### src/hw/rtl/scc_pkg.sv
// ----------------------------------------------------------------------------
// scc_pkg
// Shared widths, request codes and stage types of the cross-correlator.
// ----------------------------------------------------------------------------
package scc_pkg;

    localparam int TEMPLATE_LEN_DEF = 7;
    localparam int SAMPLE_W         = 16;
    localparam int IDX_W            = 3;
    localparam int PROD_W           = 32;
    localparam int CORR_W           = 38;

    localparam logic REQ_WRITE  = 1'b0;
    localparam logic REQ_SAMPLE = 1'b1;

    typedef struct packed {
        logic valid;
        logic last;
    } t_stage_ctl;

endpackage

### src/hw/rtl/scc_sum.sv
// ----------------------------------------------------------------------------
// scc_sum
// Adder tree over the tap products and the result output register.
// ----------------------------------------------------------------------------
module scc_sum #(
    parameter int TEMPLATE_LEN = scc_pkg::TEMPLATE_LEN_DEF
) (
    input  logic                                  i_clk,
    input  logic                                  i_rst_n,
    input  scc_pkg::t_stage_ctl                   i_ctl,
    input  logic signed [scc_pkg::PROD_W-1:0]     i_prod [TEMPLATE_LEN],
    output logic                                  o_take,
    output logic                                  o_valid,
    input  logic                                  i_ready,
    output logic signed [scc_pkg::CORR_W-1:0]     o_corr_value,
    output logic                                  o_last_out
);

    localparam int NL = 1 << $clog2(TEMPLATE_LEN);

    logic signed [scc_pkg::CORR_W-1:0] tree [1:2*NL-1];
    logic signed [scc_pkg::CORR_W-1:0] r_corr;
    logic                              r_valid;
    logic                              r_last;

    assign o_take = !r_valid || i_ready;

    // leaves at NL.., root at 1
    always_comb begin
        for (int i = 0; i < NL; i++) begin
            tree[NL+i] = '0;
        end
        for (int i = 0; i < TEMPLATE_LEN; i++) begin
            tree[NL+i] = scc_pkg::CORR_W'(i_prod[i]);
        end
        for (int i = NL - 1; i > 0; i--) begin
            tree[i] = tree[2*i] + tree[2*i+1];
        end
    end

    always_ff @(posedge i_clk) begin
        if (!i_rst_n) begin
            r_valid <= 1'b0;
        end else if (o_take) begin
            r_valid <= i_ctl.valid;
        end
    end

    always_ff @(posedge i_clk) begin
        if (o_take && i_ctl.valid) begin
            r_corr <= tree[1];
            r_last <= i_ctl.last;
        end
    end

    assign o_valid      = r_valid;
    assign o_corr_value = r_corr;
    assign o_last_out   = r_last;

endmodule

### config.mk
export PLATFORM = sky130hd
export DESIGN_NAME = scc_sum
export DESIGN_NICKNAME = d
export VERILOG_FILES = /design/src/hw/rtl/scc_pkg.sv /design/src/hw/rtl/scc_sum.sv
export SDC_FILE = /design/constraint.sdc
export NUM_CORES = 1
export LEC_CHECK = 0
export BUFFER_PORTS_ARGS = -buffer_cell sky130_fd_sc_hd__buf_4
export CAP_MARGIN = 20
export CORE_ASPECT_RATIO = 1.4
export CORE_MARGIN = 2
export CORE_UTILIZATION = 53
export CTS_CLUSTER_SIZE = 24
export DETAILED_ROUTE_END_ITERATION = 7
export PLACE_DENSITY = 0.84
export SYNTH_ARGS = -nofsm -noshare
export SYNTH_HDL_FRONTEND = slang
export SYNTH_SLANG_ARGS = --single-unit
export TNS_END_PERCENT = 10
### constraint.sdc
create_clock -name i_clk -period 5 [get_ports i_clk]
set_clock_uncertainty 0.05 [all_clocks]
set_input_delay 0.5 -clock i_clk [delete_from_list [all_inputs] [get_ports i_clk]]
set_output_delay 0.5 -clock i_clk [all_outputs]
set_load 0.01 [all_outputs]
==> impl_metrics.yaml, run 1 <==
run_status:
  status: "finished clean"
worst_setup_path:
  crit_required_ns: 4.98
  start_kind: "primary input"
  cp_max_fo: 2
  crit_chain: "buf_4, fa_1, inv_1, fa_1, fa_1, inv_1, ha_1, ha_1, inv_1, fa_1, nand2b_1, a21oi_1, o21ai_1, o21ai_1, nand4_1, a2111oi_2, mux2i_1, nand2_1"
  arrival_ns: 4.72
  worstSetupPathType: "in -> reg"
  crit_slowest_cell: "fa_1"
  end_kind: "flip-flop"
  slowest_delay_ns: 0.52
  crit_path_frequent_cell: "fa_1"
clocking:
  postCtsHoldBufs: 0
  htree_levels: 2
  cts_tree: "done"
  clockBufferDepth: 2
  clk_latency_ns: 0.28
  postCtsResizedCells: 0
  cts-root-buf: "clkbuf_16"
  clk_pin_slew_ns: 0.06
  cts_inserted_buffers: 5
  clkSinkCount: 37
  cts_setup_buffers: 0
global_routing:
  grt_max_degree: 37
  grt-ovfl-total: 0
  antenna_found_initial: 0
  grt_pass1_vias: 7073
  grt_use_total: 0.238
  grt_first_pass_wirelength_um: 29700
sta:
  finalHoldViolations: 0
  rsz0062_at_grt: "no"
  finalSetupViolations: 0
  hold_ws_ns: 0.349
  worst_slew_pin_slew_ns: 0.879
  slew_headroom: 0.414
  fin_tns_setup_ns: 0
  fmax_mhz: 211
  post-route-min-period_ns: 4.74
  fin_crit_sh: 0.948
  maxSlewViolCount: 0
die:
  io_pins: 270
  start_util: 0.535
  dieArea_um2: 15400
  die_y_um: 146
  die_x_um: 106
  coreArea_um2: 14300
  core.rowCount: 52
yosys:
  synth_cells: 845
  yosysTopAreaCellShare: 0.424
  yosys_warnings: 0
  ys_seq_elements: 37
  yosysTopAreaCell: "fa_1"
  synthFlopType: "edfxtp_1"
  synth_area_leaders: "fa_1 42%, inv_1 19%, edfxtp_1 14%, ha_1 5.9%, xnor2_1 2.7%"
  async_flop_share: 0
  netlist_area_um2: 7660
  synth_seq_area_share: 0.144
  synth-edff-count: 36
  ys_types: 55
  syn_avg_cell_area_um2: 9.06
  syn-num-nets: 1272
finish:
  final_area_um2: 10100
  fillers: 1113
  final_nets: 1557
  n_antenna_cell: 0
  area_growth_pct: 32.3
  drive_gt1_frac: 0.270
power:
  cellLeakagePower_uw: 0.00584
  peakVddDrop_uv: 349
  power_uw: 6820
  powerDensity_nw_per_um2: 673
placement:
  place_congestion: 0.895
  place_area_um2: 9980
  port_buffers: 269
  dpl.hpwl_um: 15900
routing:
  drc_errors: 0
  ant_nets: 0
  routedWlPerCell_um: 13.2
  drtPass1Iterations: 6
  vias: 6206
  routed_wirelength_um: 17400
  routed_via_density: 4.70
  drt_iter0_drc: 191
hold_path:
  hold_path_class: "in -> reg"
flow_run:
  maxCapViolations: 0
state kept, by name, indices dropped and copies added, names as in the netlist:
signal / count
o_corr_value: 35
o_last_out: 1
o_valid: 1
logic make-up after synthesis:
family,count (synthesis),share of synthesized area
and+or+nand+nor,82,0.0547
DFF,37,0.144
AOI/OAI and AO/OA,97,0.0832
adders and majority gates,198,0.482
muxes,1,0.00131
buffers and inverters,398,0.198
xor gates and xnor gates,32,0.0366
layout make-up:
type | count | area (um2) | share of cell area
Timing Repair Buffer | 284 | 2130 | 0.210
Sequential cell | 37 | 1100 | 0.109
Clock buffer | 5 | 125 | 0.0124
Inverter | 392 | 1470 | 0.145
Multi-Input combinational cell | 410 | 5040 | 0.498
Clock inverter | 3 | 21.3 | 0.00210
Tap cell | 189 | 236 | 0.0233
power breakdown:
group / internal [uW] / total, uW / switching [uW] / leakage [uW]
Sequential: 780 / 843 / 63.3 / 0.000356
Combinational: 2570 / 5660 / 3090 / 0.00541
Clock: 186 / 316 / 130 / 0.0000702
Total: 3530 / 6820 / 3280 / 0.00584
stage by stage:
step	setup WS [ns]	instances	utilization
floorplan	0.334	845	-
global placement	0.0280	1312	0.697
detailed placement	-0.0225	1312	0.697
CTS	0.257	1320	0.708
global route	0.00378	1320	0.708
finish	0.261	1320	0.708
placed cells by master, fill, tap and decap left out, types with 5 or more instances in the layout:
| master | count |
|---|---|
| nor2_1 | 18 |
| o21bai_1 | 5 |
| and3_1 | 5 |
| a21o_1 | 10 |
| o21ai_1 | 6 |
| clkbuf_16 | 5 |
| fa_1 | 162 |
| buf_4 | 284 |
| xnor2_1 | 24 |
| nand3_1 | 5 |
| a21oi_1 | 34 |
| nand2_1 | 21 |
| inv_1 | 392 |
| nand2b_1 | 5 |
| xor2_1 | 8 |
| nor3_1 | 9 |
| edfxtp_1 | 36 |
| o21ai_0 | 12 |
| ha_1 | 36 |
worst paths after layout:
| path | from | to | slack (ns) | cells past startpoint |
|---|---|---|---|---|
| min reg2reg | o_valid | o_valid | 0.52 | 2 |
| min | i_ctl[0] | o_last_out | 0.35 | 1 |
| max | i_prod[1] | o_corr_value[27] | 0.26 | 18 |
| max reg2reg | o_valid | o_last_out | 3.40 | 2 |
Yosys cell counts, types with 2 or more instances:
cell      count
inv_1       392
fa_1        162
edfxtp_1     36
ha_1         36
a21oi_1      34
xnor2_1      24
nand2_1      21
nor2_1       18
o21ai_0      12
a21o_1       10
nor3_1        9
xor2_1        8
o21ai_1       6
and3_1        5
nand2b_1      5
nand3_1       5
o21bai_1      5
nand4_1       4
o211ai_1      4
a31oi_1       3
buf_4         3
a211o_1       2
a211oi_1      2
a41oi_1       2
and2_1        2
nor2b_1       2
o211ai_2      2
o21a_1        2
o31ai_1       2
or3_1         2
worst max-delay path: cells and delay by family:
kind / cells / cell delay, ns
fa+ha+maj: 6 / 2.34
compound gates: 4 / 0.93
simple gates: 3 / 0.43
buf+inv: 4 / 0.27
mux: 1 / 0.22
per-layer routing:
| metal | routed length [um] | GRT usage |
|---|---|---|
| met5 | 0 | 0 |
| met4 | 392 | 0.0743 |
| met3 | 1110 | 0.0420 |
| met2 | 10200 | 0.484 |
| met1 | 5690 | 0.237 |
Note: power is estimated with default switching activity, not from simulation.
==> run 2, diff against run 1 <==
--- a/config.mk
+++ b/config.mk
@@ -9,10 +9,10 @@
 export CAP_MARGIN = 20
 export CORE_ASPECT_RATIO = 1.4
 export CORE_MARGIN = 2
-export CORE_UTILIZATION = 53
+export CORE_UTILIZATION = 57
 export CTS_CLUSTER_SIZE = 24
 export DETAILED_ROUTE_END_ITERATION = 7
-export PLACE_DENSITY = 0.84
+export PLACE_DENSITY = 0.9
 export SYNTH_ARGS = -nofsm -noshare
 export SYNTH_HDL_FRONTEND = slang
 export SYNTH_SLANG_ARGS = --single-unit
==> constraint.sdc (replaced) <==
create_clock -name i_clk -period 5.76 [get_ports i_clk]
set_clock_uncertainty 0.05 [all_clocks]
set_input_delay 0.576 -clock i_clk [delete_from_list [all_inputs] [get_ports i_clk]]
set_output_delay 0.576 -clock i_clk [all_outputs]
set_load 0.01 [all_outputs]
==> impl_metrics.yaml, run 2 (synthesis gave the netlist of run 1 again) <==
sta:
  worst_slew_pin_slew_ns: 0.864
  fin_crit_sh: 0.857
  rsz0062_at_grt: "no"
  fmax_mhz: 202
  finalHoldViolations: 0
  fin_tns_setup_ns: 0
  finalSetupViolations: 0
  slew_headroom: 0.424
  post-route-min-period_ns: 4.94
  maxSlewViolCount: 0
routing:
  drt_iter0_drc: 193
  drtPass1Iterations: 5
  drc_errors: 0
  routed_via_density: 4.78
  ant_nets: 0
  routedWlPerCell_um: 13.3
  routed_wirelength_um: 17300
  vias: 6204
clocking:
  postCtsResizedCells: 0
  clk_pin_slew_ns: 0.05
  clk_latency_ns: 0.28
  clockBufferDepth: 2
  cts-root-buf: "clkbuf_16"
  clkSinkCount: 37
  cts_tree: "done"
  cts_inserted_buffers: 5
  htree_levels: 2
  cts_setup_buffers: 0
  postCtsHoldBufs: 0
finish:
  drive_gt1_frac: 0.259
  layout_commonest_cell: "inv_1"
  largest_reg_flops: 35
  final_nets: 1542
  area_growth_pct: 30.6
  mostFrequentLayoutCells: "392 x inv_1, 269 x buf_4, 162 x fa_1, 36 x ha_1, 36 x edfxtp_1"
  final_area_um2: 10000
  n_antenna_cell: 0
  stdcell_count: 1298
flow_run:
  maxCapViolations: 0
die:
  coreArea_um2: 13300
  die_y_um: 141
  core.rowCount: 50
  io_pins: 270
  start_util: 0.577
  die_x_um: 102
  dieArea_um2: 14400
hold_path:
  hold_path_class: "in -> reg"
power:
  peakVddDrop_uv: 305
  powerDensity_nw_per_um2: 568
  cellLeakagePower_uw: 0.00577
worst_setup_path:
  cp_max_fo: 5
  crit_required_ns: 5.73
  end_kind: "flip-flop"
  worstSetupPathType: "in -> reg"
  arrival_ns: 4.91
  start_kind: "primary input"
placement:
  place_congestion: 0.863
  dp_cells: 1290
  place_area_um2: 9860
  port_buffers: 269
  dpl.hpwl_um: 15900
global_routing:
  grt-ovfl-total: 0
  grt_use_total: 0.246
  grt_max_degree: 37
  antenna_found_initial: 0
  grt_pass1_vias: 6742
  grt_first_pass_wirelength_um: 28100
run_status:
  status: "finished clean"
==> run 2: cell types whose count changed in the layout (fill, tap and decap cells not counted), sizes merged <==
| cell | previous run | this run |
|---|---|---|
| clkbuf | 5 | 6 |
| clkinv | 1 | 2 |
| buf | 284 | 269 |
| inv | 393 | 392 |
| clkinvlp | 1 | 0 |
==> run 2: where the power goes <==
| group | switching [uW] | internal, uW | leakage [uW] |
|---|---|---|---|
| clock network | 104 | 159 | 0.0000706 |
| logic | 2660 | 2050 | 0.00534 |
| registers | 42.5 | 676 | 0.000356 |
| total | 2800 | 2880 | 0.00577 |
==> run 2: routing by layer <==
layer  vias up  GRT usage  wire length [um]
li1       2936          -                 -
met2       262      0.489              9990
met4         0     0.0975               624
met1      2958      0.237              5220
met3        48     0.0516              1460
met5         -          0                 0
==> run 2: final cells by class <==
type                    instances  area [um2]
well taps                     182         228
clock buffers                   6         129
inverters                     392        1470
fillers                       914        3260
multi-input cells             410        5040
flip-flops and latches         37        1100
clock inverters                 2        10.0
repair buffers                269        2020
==> run 2: worst max-delay path, stage by stage <==
cell and delay, ns:
buf_4 0.08, inv_1 0.04, fa_1 0.54, inv_1 0.09, fa_1 0.55, inv_1 0.05
fa_1 0.48, inv_1 0.05, fa_1 0.46, ha_1 0.40, o211ai_1 0.14, a21oi_1 0.18
o21ai_1 0.15, o21ai_1 0.23, nand4_1 0.17, a2111oi_2 0.42, mux2i_1 0.22, nand2_1 0.08
==> run 2: metrics by stage <==
step	hold WS, ns	worst slack [ns]	util	power (uW)
floorplan	0.560	1.02	-	4200
global placement	0.475	0.648	0.743	5230
detailed placement	0.492	0.576	0.743	5380
CTS	0.414	0.834	0.754	5680
global route	0.420	0.585	0.754	6270
finish	0.421	0.822	0.754	5680
==> run 2: path summary, 6_finish.rpt <==
| check | cells after the start | from | to | slack [ns] |
|---|---|---|---|---|
| max | 18 | i_prod[102] | o_corr_value[27] | 0.82 |
| min | 1 | i_ctl[0] | o_last_out | 0.42 |
| max reg2reg | 2 | o_valid | o_corr_value[2] | 4.18 |
| min reg2reg | 2 | o_valid | o_valid | 0.50 |
